==> src/rtl/eav_pkg.sv <==
package eav_pkg;

   localparam int MAX_LEN = 256;
   localparam int CNT_W   = $clog2(MAX_LEN + 1);

   localparam logic [7:0] CH_DOT   = 8'h2E;
   localparam logic [7:0] CH_AT    = 8'h40;
   localparam logic [7:0] CH_QUOTE = 8'h22;
   localparam logic [7:0] CH_BSL   = 8'h5C;
   localparam logic [7:0] CH_SPACE = 8'h20;
   localparam logic [7:0] CH_TAB   = 8'h09;
   localparam logic [7:0] CH_VT    = 8'h0B;
   localparam logic [7:0] CH_LF    = 8'h0A;
   localparam logic [7:0] CH_CR    = 8'h0D;

   typedef struct packed {
      logic [CNT_W-1:0] byte_count;
      logic             in_domain;
      logic [1:0]       local_nondot_count;
      logic             local_atext_ok;
      logic             opens_with_quote;
      logic             quoted_inner_ok;
      logic             escape_pending;
      logic [7:0]       held_char;
      logic             domain_prev_dot;
      logic             domain_ok;
   } eav_state_type;

   localparam eav_state_type STATE_RST = '{
      byte_count:         '0,
      in_domain:          1'b0,
      local_nondot_count: 2'd0,
      local_atext_ok:     1'b1,
      opens_with_quote:   1'b0,
      quoted_inner_ok:    1'b1,
      escape_pending:     1'b0,
      held_char:          8'h00,
      domain_prev_dot:    1'b1,
      domain_ok:          1'b1
   };

   function automatic logic is_atext(input logic [7:0] b);
      logic hit;
      hit = ((b >= 8'h61) && (b <= 8'h7A)) || ((b >= 8'h41) && (b <= 8'h5A)) ||
            ((b >= 8'h30) && (b <= 8'h39));
      case (b)
         8'h21, 8'h23, 8'h24, 8'h25, 8'h26, 8'h27, 8'h2A, 8'h2B, 8'h2D, 8'h2F,
         8'h3D, 8'h3F, 8'h5E, 8'h5F, 8'h60, 8'h7B, 8'h7C, 8'h7D, 8'h7E: hit = 1'b1;
         default: ;
      endcase
      return hit;
   endfunction

   function automatic logic is_sep(input logic [7:0] b);
      return (b == CH_SPACE) || (b == CH_TAB) || (b == CH_VT);
   endfunction

   function automatic logic base_ok(input logic [7:0] b);
      return (b != 8'h00) && !b[7] && (b != CH_LF) && (b != CH_CR);
   endfunction

endpackage

==> src/rtl/eav_step.sv <==
module eav_step
   import eav_pkg::*;
(
   input  eav_state_type state_cur,
   input  logic [7:0]    char_byte,
   input  logic          last_byte,
   output eav_state_type state_nxt,
   output logic          address_valid
);

   eav_state_type upd;
   logic          too_long;
   logic          atext_local;
   logic          quoted_local;

   always_comb begin
      upd      = state_cur;
      too_long = state_cur.byte_count >= CNT_W'(MAX_LEN);
      if (!too_long) begin
         upd.byte_count = state_cur.byte_count + 1'b1;
      end
      if (state_cur.in_domain) begin
         if (char_byte == CH_DOT) begin
            if (state_cur.domain_prev_dot) begin
               upd.domain_ok = 1'b0;
            end
            upd.domain_prev_dot = 1'b1;
         end else begin
            if (!is_atext(char_byte)) begin
               upd.domain_ok = 1'b0;
            end
            upd.domain_prev_dot = 1'b0;
         end
      end else if (char_byte == CH_AT) begin
         upd.in_domain = 1'b1;
      end else if (char_byte != CH_DOT) begin
         if (!is_atext(char_byte)) begin
            upd.local_atext_ok = 1'b0;
         end
         if (state_cur.local_nondot_count == 2'd0) begin
            upd.opens_with_quote = (char_byte == CH_QUOTE);
         end else if (state_cur.local_nondot_count == 2'd2) begin
            // previous byte is now known to be an inner byte
            if (state_cur.escape_pending) begin
               upd.escape_pending = 1'b0;
               if (!base_ok(state_cur.held_char) || is_sep(state_cur.held_char)) begin
                  upd.quoted_inner_ok = 1'b0;
               end
            end else if (is_sep(state_cur.held_char)) begin
               upd.escape_pending = 1'b0;
            end else if (state_cur.held_char == CH_BSL) begin
               upd.escape_pending = 1'b1;
            end else if (!base_ok(state_cur.held_char) ||
                         (state_cur.held_char == CH_QUOTE)) begin
               upd.quoted_inner_ok = 1'b0;
            end
         end
         upd.held_char = char_byte;
         if (state_cur.local_nondot_count != 2'd2) begin
            upd.local_nondot_count = state_cur.local_nondot_count + 2'd1;
         end
      end

      atext_local  = (upd.local_nondot_count != 2'd0) && upd.local_atext_ok;
      quoted_local = upd.opens_with_quote && (upd.local_nondot_count == 2'd2) &&
                     (upd.held_char == CH_QUOTE) && upd.quoted_inner_ok &&
                     !upd.escape_pending;
      address_valid = !too_long && upd.in_domain && (atext_local || quoted_local) &&
                      upd.domain_ok && !upd.domain_prev_dot;

      state_nxt = last_byte ? STATE_RST : upd;
   end

endmodule

==> src/rtl/email_address_validator_unit.sv <==
// result path: input register, then result register driving rsp_tvalid
// throughput: one byte per cycle; req_tready stays high while the result
// register is empty or being taken
// reset: synchronous, active high; clears the input and result registers and
// returns the address state to its start values
module email_address_validator_unit
   import eav_pkg::*;
(
   input  logic       clock,
   input  logic       reset,
   input  logic       req_tvalid,
   output logic       req_tready,
   input  logic [7:0] req_tdata,   // [7:0] char_byte
   input  logic       req_tlast,   // last_byte
   output logic       rsp_tvalid,
   input  logic       rsp_tready,
   output logic [7:0] rsp_tdata    // [0] address_valid, [7:1] zero
);

   logic          a_valid_ff, a_valid_in;
   logic [7:0]    a_char_ff;
   logic          a_last_ff;
   eav_state_type state_ff, state_in;
   logic          out_valid_ff, out_valid_in;
   logic          out_data_ff;
   logic          out_free;
   logic          a_go;
   logic          req_take;
   logic          verdict;

   eav_step u_step (
      .state_cur     (state_ff),
      .char_byte     (a_char_ff),
      .last_byte     (a_last_ff),
      .state_nxt     (state_in),
      .address_valid (verdict)
   );

   assign out_free   = !out_valid_ff || rsp_tready;
   assign a_go       = a_valid_ff && (!a_last_ff || out_free);
   assign req_tready = !a_valid_ff || a_go;
   assign req_take   = req_tvalid && req_tready;

   assign a_valid_in   = req_take || (a_valid_ff && !a_go);
   assign out_valid_in = (a_go && a_last_ff) || (out_valid_ff && !rsp_tready);

   always_ff @(posedge clock) begin
      if (reset) begin
         a_valid_ff   <= 1'b0;
         out_valid_ff <= 1'b0;
         state_ff     <= STATE_RST;
      end else begin
         a_valid_ff   <= a_valid_in;
         out_valid_ff <= out_valid_in;
         if (a_go) begin
            state_ff <= state_in;
         end
      end
   end

   always_ff @(posedge clock) begin
      if (req_take) begin
         a_char_ff <= req_tdata;
         a_last_ff <= req_tlast;
      end
      if (a_go && a_last_ff) begin
         out_data_ff <= verdict;
      end
   end

   assign rsp_tvalid = out_valid_ff;
   assign rsp_tdata  = {7'd0, out_data_ff};

endmodule

==> config.mk <==
export PLATFORM = sky130hd
export DESIGN_NAME = email_address_validator_unit
export DESIGN_NICKNAME = d
export VERILOG_FILES = /design/src/rtl/eav_pkg.sv /design/src/rtl/eav_step.sv /design/src/rtl/email_address_validator_unit.sv
export SDC_FILE = /design/constraint.sdc
export NUM_CORES = 1
export LEC_CHECK = 0
export BUFFER_PORTS_ARGS = -buffer_cell sky130_fd_sc_hd__buf_2
export CORE_MARGIN = 2
export CORE_UTILIZATION = 35
export CTS_CLUSTER_DIAMETER = 120
export DETAILED_ROUTE_END_ITERATION = 10
export SETUP_SLACK_MARGIN = 0.05
export SLEW_MARGIN = 20
export SYNTH_ARGS = -nofsm -noshare
export SYNTH_HDL_FRONTEND = slang
export SYNTH_SLANG_ARGS = --single-unit
==> constraint.sdc <==
create_clock -name clock -period 2.75 [get_ports clock]
set_input_delay 0.275 -clock clock [delete_from_list [all_inputs] [get_ports clock]]
set_output_delay 0.275 -clock clock [all_outputs]
set_load 0.02 [all_outputs]
---- Word-level counts from Yosys, hierarchy flattened ----
Cells that the tools add are included.
cells by class
  add/subtract/negate cells ............... 2
  multiply operators ...................... 0
  divide/modulo/power cells ............... 0
  magnitude comparators ................... 7
  equal/unequal tests ..................... 35
  shift operators ......................... 0
  mux-type cells .......................... 28
  bitwise gates (word level) .............. 0
  reduce and logical (&&, ||, !) cells .... 47
operator list
  cell                   number
  $eq A8 B6 Y1 const B   17
  $eq A8 B7 Y1 const B   9
  $mux W14               2
  $mux W26               1
  $logic_and A1 B1 Y1    20
  $reduce_or A19 Y1      1
  $mux W1                17
  $eq A8 B4 Y1 const B   2
  $ge A8 B7 Y1 const B   2
  $le A8 B7 Y1 const B   2
  $ne A8 B4 Y1 const B   2
  $mux W15               1
  $logic_or A1 B1 Y1     12
  $mux W2                6
  $logic_not A1 Y1       10
  $add A9 B1 Y9 const B  1
  $ge A9 B9 Y1 const B   1
  $mux W9                1
  $ge A8 B6 Y1 const B   1
  $le A8 B6 Y1 const B   1
  $ne A8 B6 Y1 const B   1
  $reduce_bool A8 Y1     1
  $eq A2 B2 Y1 const B   2
  $ne A2 B2 Y1 const B   2
  other kinds (4)        4
word-level totals
  bits in registers ....................... 38
  latch bits .............................. 0
  bits in writable memories ............... 0
  memory bits (read-only) ................. 0
  word-level logic and storage cells ...... 134
  memories ................................ 0

---- Logic depth before layout (Yosys ltp) ----
Gate-level depths: netlist (run 1).
  depth after elaboration ................. 24
  depth in mapped cells ................... 8
  mapped depth without buffers ............ 8

---- By module ----
From an unflattened synthesis (run 1), not the netlist that was laid out.
second synthesis, totals
  cell total of the unflattened synthesis .. 298
  area, all modules ....................... 2605.0 um2
modules (own cells, without submodules)
  module                        times used  cells each  area each (um2)  sequential area each (um2)
  email_address_validator_unit  1           143         1625.3           860.8
  eav_step                      1           155         979.7            0.0

---- Least setup slack after synthesis (run 1) ----
OpenSTA, ideal clock, no wires.
  kind .................................... register -> register
  start point ............................. register state_ff[14] (netlist name)
  end point ............................... register out_data_ff, data pin
  setup time .............................. 0.190 ns
  arrival time ............................ 2.219 ns
  data required time ...................... 2.560 ns
  setup slack ............................. 0.341 ns
  stages on the path, launching flop included .. 9
  path buffers ............................ 0
  period minus slack after synthesis ...... 2.409 ns
  path through ............................ dfxtp_1 inv_1 ha_1 or4b_1 or4_1 o21ai_1 and4bb_1 nand4_1 a2111oi_2
between the ends
  word-level cells in the longest chain between the ends .. 14
ends and longest elaborated chain
  element                                        RTL line                            text
  start, declared                                email_address_validator_unit.sv:23  eav_state_type state_ff, state_in;
  start signal, assigned                         email_address_validator_unit.sv:56  state_ff <= state_in;
  $add A2 B1 Y2 or $ne A2 B2 Y1 (tied branches)  eav_step.sv:60, eav_step.sv:59
  $mux W2                                        eav_step.sv:59                      if (state_cur.local_nondot_count != 2'd2) begin
  $mux W14                                       eav_step.sv:36                      end else if (char_byte != CH_DOT) begin
  $mux W14                                       eav_step.sv:34                      end else if (char_byte == CH_AT) begin
  $mux W15 (*)                                   eav_step.sv:22                      if (state_cur.in_domain) begin
  $eq A2 B2 Y1                                   eav_step.sv:65                      quoted_local = upd.opens_with_quote && (upd.local_nondot_count == 2'd2) &&
  $logic_and A1 B1 Y1 (2 in series)              eav_step.sv:65
  $logic_and A1 B1 Y1 (2 in series)              eav_step.sv:66                      (upd.held_char == CH_QUOTE) && upd.quoted_inner_ok &&
  $logic_or A1 B1 Y1 (*)                         eav_step.sv:68                      address_valid = !too_long && upd.in_domain && (atext_local || quoted_local) &&
  $logic_and A1 B1 Y1 (*) (2 in series)          eav_step.sv:68
  $logic_and A1 B1 Y1 (*)                        eav_step.sv:69                      upd.domain_ok && !upd.domain_prev_dot;
  net u_step.address_valid                       eav_step.sv:8                       output logic address_valid
  end signal, assigned                           email_address_validator_unit.sv:67  out_data_ff <= verdict;
  end, declared                                  email_address_validator_unit.sv:25  logic out_data_ff;
The timed path passes the listed nets; every way through them passes the cells marked *.
A chain may end at the register's enable or synchronous reset.

---- Final worst setup path (run 1) ----
  start point ............................. register state_ff[15] (netlist name)
  end point ............................... register out_data_ff, data pin
The elaborated chain is that of the path after synthesis.

==> impl_metrics.py, run 1 <==
metrics = {
    "outcome": {
        "status": "finished clean",
    },
    "sta": {
        "fin_crit_ps": 2546,
        "tightestPinTransition_ps": 570.9,
        "slew_headroom": 0.6168,
        "period_share": 0.9258,
        "max_clock_freq_mhz": 392.8,
        "maxSlewViolCount": 0,
        "setup-violations-final": 0,
        "rsz0062_at_grt": "false",
        "setup_tns_ps": 0,
        "final-hold-violation-count": 0,
        "skew_ps": 5.159,
    },
    "detailed_routing": {
        "drt_iter0_markers": 151,
        "drtPass1Iterations": 4,
        "drtAntennaViolNets": 0,
        "drt-total-wl_mm": 4.707,
        "post_drt_via_cell_ratio": 5.343,
        "post_drt_wl_per_cell_um": 14.18,
        "vias": 1774,
        "drc": 0,
    },
    "power_and_ir_drop": {
        "power_density_nw_per_um2": 540.9,
        "pwr-share-clk": 0.433,
        "p_sw_frac": 0.2318,
        "p_leak_nw": 0.8484,
        "combPwrFrac": 0.089,
        "p_int_w": 0.0009853,
        "ir_drop_mv": 0.3003,
        "p_sw_w": 0.0002972,
        "seqPwrFrac": 0.477,
    },
    "clock_network": {
        "clock_path_buffers": 2,
        "cts_root_buf": "clkbuf_8",
        "cts_tree": "built",
        "htreeDepth": 2,
        "clk_latency_ps": 290,
        "hold_buffers": 0,
        "cts_sinks": 38,
        "cts_buffers": 5,
        "clk_pin_slew_ps": 80,
    },
    "hold_path": {
        "worstHoldEndpoint": "a_char_ff[0]",
        "hold_start": "req_tdata[0]",
        "min-delay-path-class": "in -> reg",
        "hold_path_depth": 1,
    },
    "cells_and_area": {
        "syn_to_final_growth_pct": 13.54,
        "final_area_um2": 2371,
        "drive_above_1_share": 0.1479,
        "fin_nets": 273,
        "insertedDiodeCount": 0,
    },
    "logic_synthesis": {
        "yosysTopAreaCell": "dfxtp_1",
        "synthFlopType": "dfxtp_1",
        "ys_seq_area_frac": 0.4122,
        "ys_ff_latch": 38,
        "ys_warn_count": 0,
        "syn_area_um2": 2088,
        "async_flop_share": 0,
        "synth_area_per_cell_um2": 8.701,
        "synth_top_cell_area_share": 0.2684,
        "synth_edf_count": 10,
        "synthTopCellsByArea": "dfxtp_1, edfxtp_1, nor2_1",
        "synth_cell_types": 53,
        "synth_cells": 240,
    },
    "critical_path": {
        "reg2reg_to": "out_data_ff",
        "crit_arrival_ps": 2650,
        "crit_path_end_kind": "flip-flop",
        "required_ps": 2850,
        "path_max_fanout": 5,
        "critPathMaxStageDelay_ps": 420,
        "r2r_setup_slack_ps": 200,
        "reg2regPathDepth": 8,
        "worstPathCellList": "inv_1 > ha_1 > or4b_1 > or4_1 > o21ai_1 > and4bb_1 > nand4_1 > a2111oi_2",
        "worstSetupPathType": "reg -> reg",
        "cp_slowest_cell": "or4b_1",
        "cp-start-kind": "flip-flop",
        "reg2reg_from": "state_ff[15]",
    },
    "floorplan": {
        "num_rows": 28,
        "boundaryPins": 23,
        "die_area_um2": 6600,
        "die_h_um": 81.24,
        "start_util": 0.3569,
        "core_um2": 5851,
        "die_w_um": 81.24,
    },
    "placement": {
        "place_area_um2": 2231,
        "place_hpwl_mm": 3.352,
        "portBuffers": 15,
        "routabilityCongestion": 0.8486,
    },
    "global_route": {
        "grt_pass1_vias": 1590,
        "grt_first_pass_wirelength_mm": 7.700,
        "antenna_found_initial": 0,
        "grt_use_total": 0.1521,
        "grt_max_degree": 20,
        "overflow": 0,
    },
    "job": {
        "maxCapViolations": 0,
    },
}
[critical path, delay by kind of cell, from the launching register on]
kind / cells / cell delay (ps)
flip-flops: 1 / 360
AND/OR/NAND/NOR: 4 / 1160
buffers and inverters: 1 / 60
adder cells (fa/ha/maj): 1 / 300
AO/OA/AOI/OAI: 2 / 460
[cells by family (layout without fill, tap and decap cells)]
group           count (synthesis)  after routing  synth area share
compound gates                 62             62            0.1977
mux                             1              1          0.005392
xor+xnor                        6              6           0.02516
flops                          38             38            0.4122
other cells                     1              7          0.001796
simple gates                  101            101            0.2690
buf+inv                        27             38           0.06471
fa+ha+maj                       4              4           0.02397
[layout by cell type (no fill, tap or decap), drive strengths merged, types with 2 or more instances in the layout]
cell     count
xnor2        2
nor4b        3
nand2       18
xor2         4
clkbuf       7
edfxtp      10
nand2b       3
nor2        28
dfxtp       28
a21oi       13
or3          4
a2111oi      3
nor2b        6
buf         23
a22oi        8
nor3         9
o21ai       17
o211ai       2
a211oi       4
inv          7
nand4b       2
conb         7
or4          3
nand3b       2
ha           4
o32a         2
a31oi        3
nand3        5
nor3b        2
nand4        7
a32oi        5
[per-stage QoR]
step	util	hold slack [ps]	power (W)	worst slack, ps	std cells
finish	0.4053	153.9	0.001283	204.1	332
global route	0.4053	146.1	0.001327	73.79	332
CTS	0.4048	146.8	0.001291	164.0	332
detailed placement	0.3813	453.1	0.0007390	191.8	324
global placement	0.3813	452.7	0.0007388	243.8	324
floorplan	-	373.9	0.0007088	340.8	246
[flip-flops by register name, summed over array words and instances, names as in the netlist]
name	count
state_ff	26
a_char_ff	8
a_last_ff	1
a_valid_ff	1
out_data_ff	1
rsp_tvalid	1
[metal layers]
metal	track usage	wire, µm	up-vias
met4	0.04576	78	0
met3	0.03111	199	8
li1	-	-	905
met2	0.2256	2098	51
met5	0	0	-
met1	0.2220	2330	810
[how the worst max path moves through the flow]
| stage | start | endpoint | slack (ps) | cells past startpoint |
|---|---|---|---|---|
| 2_1_floorplan | state_ff[14] | out_data_ff | 340 | 8 |
| 3_3_place_gp | state_ff[14] | out_data_ff | 240 | 8 |
| 3_5_place_dp | state_ff[14] | out_data_ff | 190 | 8 |
| 4_1_cts | state_ff[15] | out_data_ff | 160 | 8 |
| 5_1_grt | a_char_ff[1] | state_ff[14] | 70 | 7 |
| 6_report | state_ff[15] | out_data_ff | 200 | 8 |
[synth_stat cells (2+ instances only)]
| cell | n |
|---|---|
| nor4b_1 | 3 |
| or3_1 | 4 |
| nor3_1 | 8 |
| nand2b_1 | 3 |
| nand3_1 | 5 |
| xor2_1 | 4 |
| nor2b_1 | 6 |
| buf_2 | 3 |
| o32a_1 | 2 |
| xnor2_1 | 2 |
| clkbuf_1 | 9 |
| edfxtp_1 | 10 |
| nor2_1 | 28 |
| nand3b_1 | 2 |
| o21ai_1 | 5 |
| nand2_1 | 18 |
| a31oi_1 | 3 |
| inv_1 | 7 |
| a22oi_1 | 8 |
| nand4_1 | 7 |
| ha_1 | 4 |
| dfxtp_1 | 28 |
| or4_1 | 2 |
| a32oi_1 | 5 |
| buf_4 | 8 |
| o21ai_0 | 12 |
| a21oi_1 | 13 |
| nand4b_1 | 2 |
| o211ai_1 | 2 |
| a211oi_1 | 4 |
[power groups by stage]
stage | Sequential (W) | Clock [W] | Combinational [W]
6_report | 0.000612 | 0.000556 | 0.000115
2_1_floorplan | 0.000614 | 0 | 0.0000950
3_3_place_gp | 0.000625 | 0 | 0.000114
4_1_cts | 0.000612 | 0.000564 | 0.000114
3_5_place_dp | 0.000625 | 0 | 0.000114
5_1_grt | 0.000615 | 0.000583 | 0.000128
[layout make-up]
type | count | area, µm²
flip-flops and latches | 38 | 863.3
well taps | 75 | 93.84
repair buffers | 23 | 135.1
clock inverters | 1 | 30.03
clock buffers | 7 | 107.6
multi-input cells | 181 | 1115
fillers | 580 | 3480
inverters | 7 | 26.28
[repair_timing]
| action | in CTS | in global routing |
|---|---|---|
| resized for setup | 0 | 2 |
| buffers inserted | 0 | 0 |
| setup endpoints to repair | 0 | 1 |
(Power assumes the default switching activity.)
==> run 2, diff against run 1 <==
--- a/config.mk
+++ b/config.mk
@@ -10,6 +10,7 @@
 export CORE_UTILIZATION = 35
 export CTS_CLUSTER_DIAMETER = 120
 export DETAILED_ROUTE_END_ITERATION = 10
+export REMOVE_ABC_BUFFERS = 1
 export SETUP_SLACK_MARGIN = 0.05
 export SLEW_MARGIN = 20
 export SYNTH_ARGS = -nofsm -noshare
==> impl_metrics.py, run 2 (synthesized netlist as in run 1, its figures left out) <==
metrics = {
    "outcome": {
        "status": "finished clean",
    },
    "detailed_routing": {
        "post_drt_wl_per_cell_um": 14.50,
        "drt-total-wl_mm": 4.801,
        "post_drt_via_cell_ratio": 5.350,
        "drt_iter0_markers": 79,
        "drc": 0,
        "vias": 1771,
        "drtAntennaViolNets": 0,
        "drtPass1Iterations": 4,
    },
    "global_route": {
        "grt_use_total": 0.1573,
        "antenna_found_initial": 0,
        "grt_first_pass_wirelength_mm": 7.872,
        "grt_max_degree": 20,
        "overflow": 0,
        "grt_pass1_vias": 1619,
    },
    "critical_path": {
        "crit_arrival_ps": 2610,
        "reg2reg_to": "out_data_ff",
        "reg2reg_from": "state_ff[14]",
        "required_ps": 2850,
        "worstPathCellList": "inv_1 > ha_1 > or4b_1 > or4_1 > o21ai_1 > and4bb_1 > nand4_1 > a2111oi_2",
        "critPathMaxStageDelay_ps": 520,
        "cp_slowest_cell": "or4b_1",
        "worstSetupPathType": "reg -> reg",
        "path_max_fanout": 4,
        "reg2regPathDepth": 8,
        "crit_path_end_kind": "flip-flop",
        "cp-start-kind": "flip-flop",
        "r2r_setup_slack_ps": 240,
    },
    "clock_network": {
        "htreeDepth": 2,
        "cts_sinks": 38,
        "cts_buffers": 5,
        "clock_path_buffers": 2,
        "cts_root_buf": "clkbuf_8",
        "clk_pin_slew_ps": 70,
        "clk_latency_ps": 300,
        "cts_tree": "built",
    },
    "power_and_ir_drop": {
        "ir_drop_mv": 0.2565,
        "p_leak_nw": 0.8299,
        "total_power_w": 0.001189,
        "power_density_nw_per_um2": 508.8,
    },
    "cells_and_area": {
        "n_fill_cell": 564,
        "largest_reg_flops": 26,
        "utilization": 0.3995,
        "syn_to_final_growth_pct": 11.92,
        "drive_above_1_share": 0.1406,
        "final_area_um2": 2337,
        "insertedDiodeCount": 0,
        "top_register": "state_ff",
        "mostFrequentLayoutCell": "nor2_1",
        "fin_nets": 272,
        "reg_top3": "state_ff: 26 flops, a_char_ff: 8 flops",
        "final_cell_mix": "nor2_1, dfxtp_1, nand2_1",
    },
    "sta": {
        "hold_ws_ps": 150.8,
        "final-hold-violation-count": 0,
        "setup_tns_ps": 0,
        "period_share": 0.9135,
        "tightestPinTransition_ps": 563.0,
        "skew_ps": 8.103,
        "setup-violations-final": 0,
        "max_clock_freq_mhz": 398.1,
        "maxSlewViolCount": 0,
        "slew_headroom": 0.6222,
        "fin_crit_ps": 2512,
        "rsz0062_at_grt": "false",
    },
    "floorplan": {
        "start_util": 0.3569,
        "core_um2": 5851,
        "die_h_um": 81.24,
        "die_area_um2": 6600,
        "num_rows": 28,
        "boundaryPins": 23,
        "die_w_um": 81.24,
    },
    "job": {
        "maxCapViolations": 0,
    },
    "hold_path": {
        "hold_start": "req_tdata[6]",
        "hold_path_depth": 1,
        "worstHoldEndpoint": "a_char_ff[6]",
        "min-delay-path-class": "in -> reg",
    },
    "placement": {
        "place_area_um2": 2223,
        "place_hpwl_mm": 3.403,
        "portBuffers": 15,
        "routabilityCongestion": 0.8842,
    },
}
-- run 2: cell type report --
cell class              instances  area, µm²  area share
clock buffers                   8      111.4     0.04764
inverters                       7      26.28     0.01124
repair buffers                 22      127.6     0.05460
well taps                      75      93.84     0.04015
flip-flops and latches         38      863.3      0.3694
multi-input cells             181       1115      0.4770
-- run 2: timing repair --
item,CTS,global route
endpoints found under the setup margin,0,1
setup buffers,0,0
gates resized for setup,0,2
hold buffers,0,0
-- run 2: how the worst max path moves through the flow --
stage,from,end,slack (ps),depth (start not counted)
CTS,state_ff[14],out_data_ff,170,8
global placement,state_ff[15],out_data_ff,240,8
finish,state_ff[14],out_data_ff,240,8
floorplan,state_ff[14],out_data_ff,340,8
detailed placement,state_ff[14],out_data_ff,200,8
global route,state_ff[14],out_data_ff,70,8
-- run 2: where the power goes --
group	switching, W	leakage (nW)	internal [W]	total [W]
logic	0.0000700	0.449	0.0000443	0.000114
clock network	0.000203	0.0566	0.000259	0.000462
registers	0.0000223	0.325	0.000590	0.000613
-- run 2: layer usage --
layer  wire length (µm)  GRT usage  vias up
li1                   -          -      906
met1               2273     0.2154      817
met2               2250     0.2413       41
met3                206    0.03444        7
met4                 71    0.06102        0
met5                  0          0        -
-- run 2: per-stage QoR --
| stage | setup slack, ps | cells |
|---|---|---|
| 4_1_cts | 167.4 | 331 |
| 3_3_place_gp | 242.8 | 323 |
| 5_1_grt | 65.61 | 331 |
| 6_report | 237.8 | 331 |
| 3_5_place_dp | 195.1 | 323 |
| 2_1_floorplan | 340.8 | 226 |
-- run 2: worst max-delay path: cells and delay by family, from the launching register on --
family | cells | cell delay (ps)
flip-flops | 1 | 360
adder cells (fa/ha/maj) | 1 | 230
AND/OR/NAND/NOR | 4 | 1270
buffers and inverters | 1 | 80
AO/OA/AOI/OAI | 2 | 390
==> run 3, diff against run 2 <==
==> constraint.sdc (replaced) <==
create_clock -name clock -period 2.3 [get_ports clock]
set_input_delay 0.23 -clock clock [delete_from_list [all_inputs] [get_ports clock]]
set_output_delay 0.23 -clock clock [all_outputs]
set_load 0.02 [all_outputs]
==> impl_metrics.py, run 3 (synthesized netlist as in run 1, its figures left out) <==
metrics = {
    "power_and_ir_drop": {
        "ir_drop_mv": 0.3435,
        "power_density_nw_per_um2": 540.6,
        "p_leak_nw": 0.9143,
    },
    "cells_and_area": {
        "top_register": "state_ff",
        "drive_above_1_share": 0.2263,
        "insertedDiodeCount": 0,
        "mostFrequentLayoutCell": "nor2_1",
        "largest_reg_flops": 26,
        "fin_nets": 290,
        "final_cell_mix": "nor2_1, dfxtp_1, buf_4",
        "syn_to_final_growth_pct": 18.57,
        "final_cells": 349,
        "reg_top3": "state_ff: 26 flops, a_char_ff: 8 flops",
    },
    "clock_network": {
        "htreeDepth": 2,
        "cts_sinks": 38,
        "clk_latency_ps": 300,
        "cts_tree": "built",
        "cts_buffers": 5,
        "clock_path_buffers": 2,
        "cts_root_buf": "clkbuf_8",
        "clk_pin_slew_ps": 80,
    },
    "sta": {
        "final-hold-violation-count": 0,
        "fin_crit_ps": 2365,
        "period_share": 1.028,
        "setup-violations-final": 1,
        "skew_ps": 10.65,
        "setup_tns_ps": -64.84,
        "maxSlewViolCount": 0,
        "setup_ws_ps": -64.84,
        "max_clock_freq_mhz": 422.9,
        "rsz0062_at_grt": "true",
    },
    "floorplan": {
        "start_util": 0.3569,
        "boundaryPins": 23,
        "die_w_um": 81.24,
        "die_area_um2": 6600,
        "core_um2": 5851,
        "num_rows": 28,
        "die_h_um": 81.24,
    },
    "critical_path": {
        "reg2regPathDepth": 8,
        "required_ps": 2410,
        "reg2reg_from": "state_ff[15]",
        "worstSetupPathType": "reg -> reg",
        "crit_path_end_kind": "flip-flop",
        "reg2reg_to": "out_data_ff",
        "path_max_fanout": 2,
        "r2r_setup_slack_ps": -60,
        "cp-start-kind": "flip-flop",
        "crit_arrival_ps": 2480,
    },
    "global_route": {
        "grt_max_degree": 20,
        "grt_pass1_vias": 1790,
        "use_met1": 0.2136,
        "grt_first_pass_wirelength_mm": 8.238,
        "use_met3": 0.03111,
        "grt_util_met2": 0.2603,
        "antenna_found_initial": 0,
        "overflow": 0,
        "grt_use_total": 0.1611,
        "grt_busiest_layer": "met2",
    },
    "hold_path": {
        "worstHoldEndpoint": "a_char_ff[1]",
        "hold_path_depth": 1,
        "hold_start": "req_tdata[1]",
        "min-delay-path-class": "in -> reg",
    },
    "detailed_routing": {
        "drtAntennaViolNets": 0,
        "drc": 0,
        "vias": 1865,
        "post_drt_wl_per_cell_um": 13.87,
        "post_drt_via_cell_ratio": 5.344,
        "drt-total-wl_mm": 4.840,
        "drtPass1Iterations": 4,
        "drt_iter0_markers": 118,
    },
    "job": {
        "maxCapViolations": 0,
    },
    "outcome": {
        "status": "finished, violations left",
        "violations": "setup timing",
    },
    "placement": {
        "routabilityCongestion": 0.8950,
        "dp.cells": 340,
        "portBuffers": 15,
        "place_hpwl_mm": 3.568,
    },
}
-- run 3: metrics by stage --
step | utilization | power (W) | setup slack [ps] | cell area [µm²] | hold WS [ps]
2_1_floorplan | - | 0.0008290 | -109.2 | 2002 | 299.1
3_3_place_gp | 0.4018 | 0.0008995 | -121.5 | 2351 | 408.1
3_5_place_dp | 0.4018 | 0.0009000 | -153.0 | 2351 | 408.7
5_1_grt | 0.4232 | 0.001397 | -172.9 | 2476 | 96.86
4_1_cts | 0.4194 | 0.001353 | -72.28 | 2454 | 95.60
6_report | 0.4232 | 0.001339 | -64.84 | 2476 | 102.0
-- run 3: area by class of cell --
class,instances,area (µm²)
Clock buffer,6,72.57
Sequential cell,38,863.3
Tap cell,75,93.84
Multi-Input combinational cell,181,1147
Clock inverter,2,10.01
Timing Repair Buffer,40,262.8
Fill cell,559,3374
Inverter,7,26.28
-- run 3: what timing repair did --
item | in CTS | in global routing
pin swaps | 1 | 1
endpoints found under the setup margin | 6 | 10
resized for setup | 6 | 4
hold buffers | 0 | 0
setup buffers | 0 | 1
gates cloned | 0 | 0
-- run 3: power breakdown --
part	internal, W	total (W)	switching [W]
logic	0.0000696	0.000166	0.0000965
registers	0.000706	0.000725	0.0000188
clock network	0.000210	0.000448	0.000238
total	0.000986	0.00134	0.000353
-- run 3: how the worst max path moves through the flow --
stage,start,to,slack (ps),cells past startpoint
6_report,state_ff[15],out_data_ff,-60,8
5_1_grt,state_ff[15],out_data_ff,-170,8
4_1_cts,state_ff[15],out_data_ff,-70,8
3_5_place_dp,state_ff[14],out_data_ff,-150,8
3_3_place_gp,state_ff[14],out_data_ff,-120,8
2_1_floorplan,state_ff[14],out_data_ff,-110,8
-- run 3: critical path: stages, from the launching register on --
cell and delay (ps):
dfxtp_2 340, inv_2 50, ha_4 260, or4b_1 430, or4_4 430, o21ai_2 70
and4bb_1 190, nand4_1 120, a2111oi_2 300
-- run 3: per-layer routing --
metal / wire, µm / up-vias / share of wire
li1: - / 936 / -
met2: 2334 / 40 / 0.48
met3: 156 / 6 / 0.032
met5: 0 / - / 0
met4: 71 / 0 / 0.015
met1: 2278 / 883 / 0.47
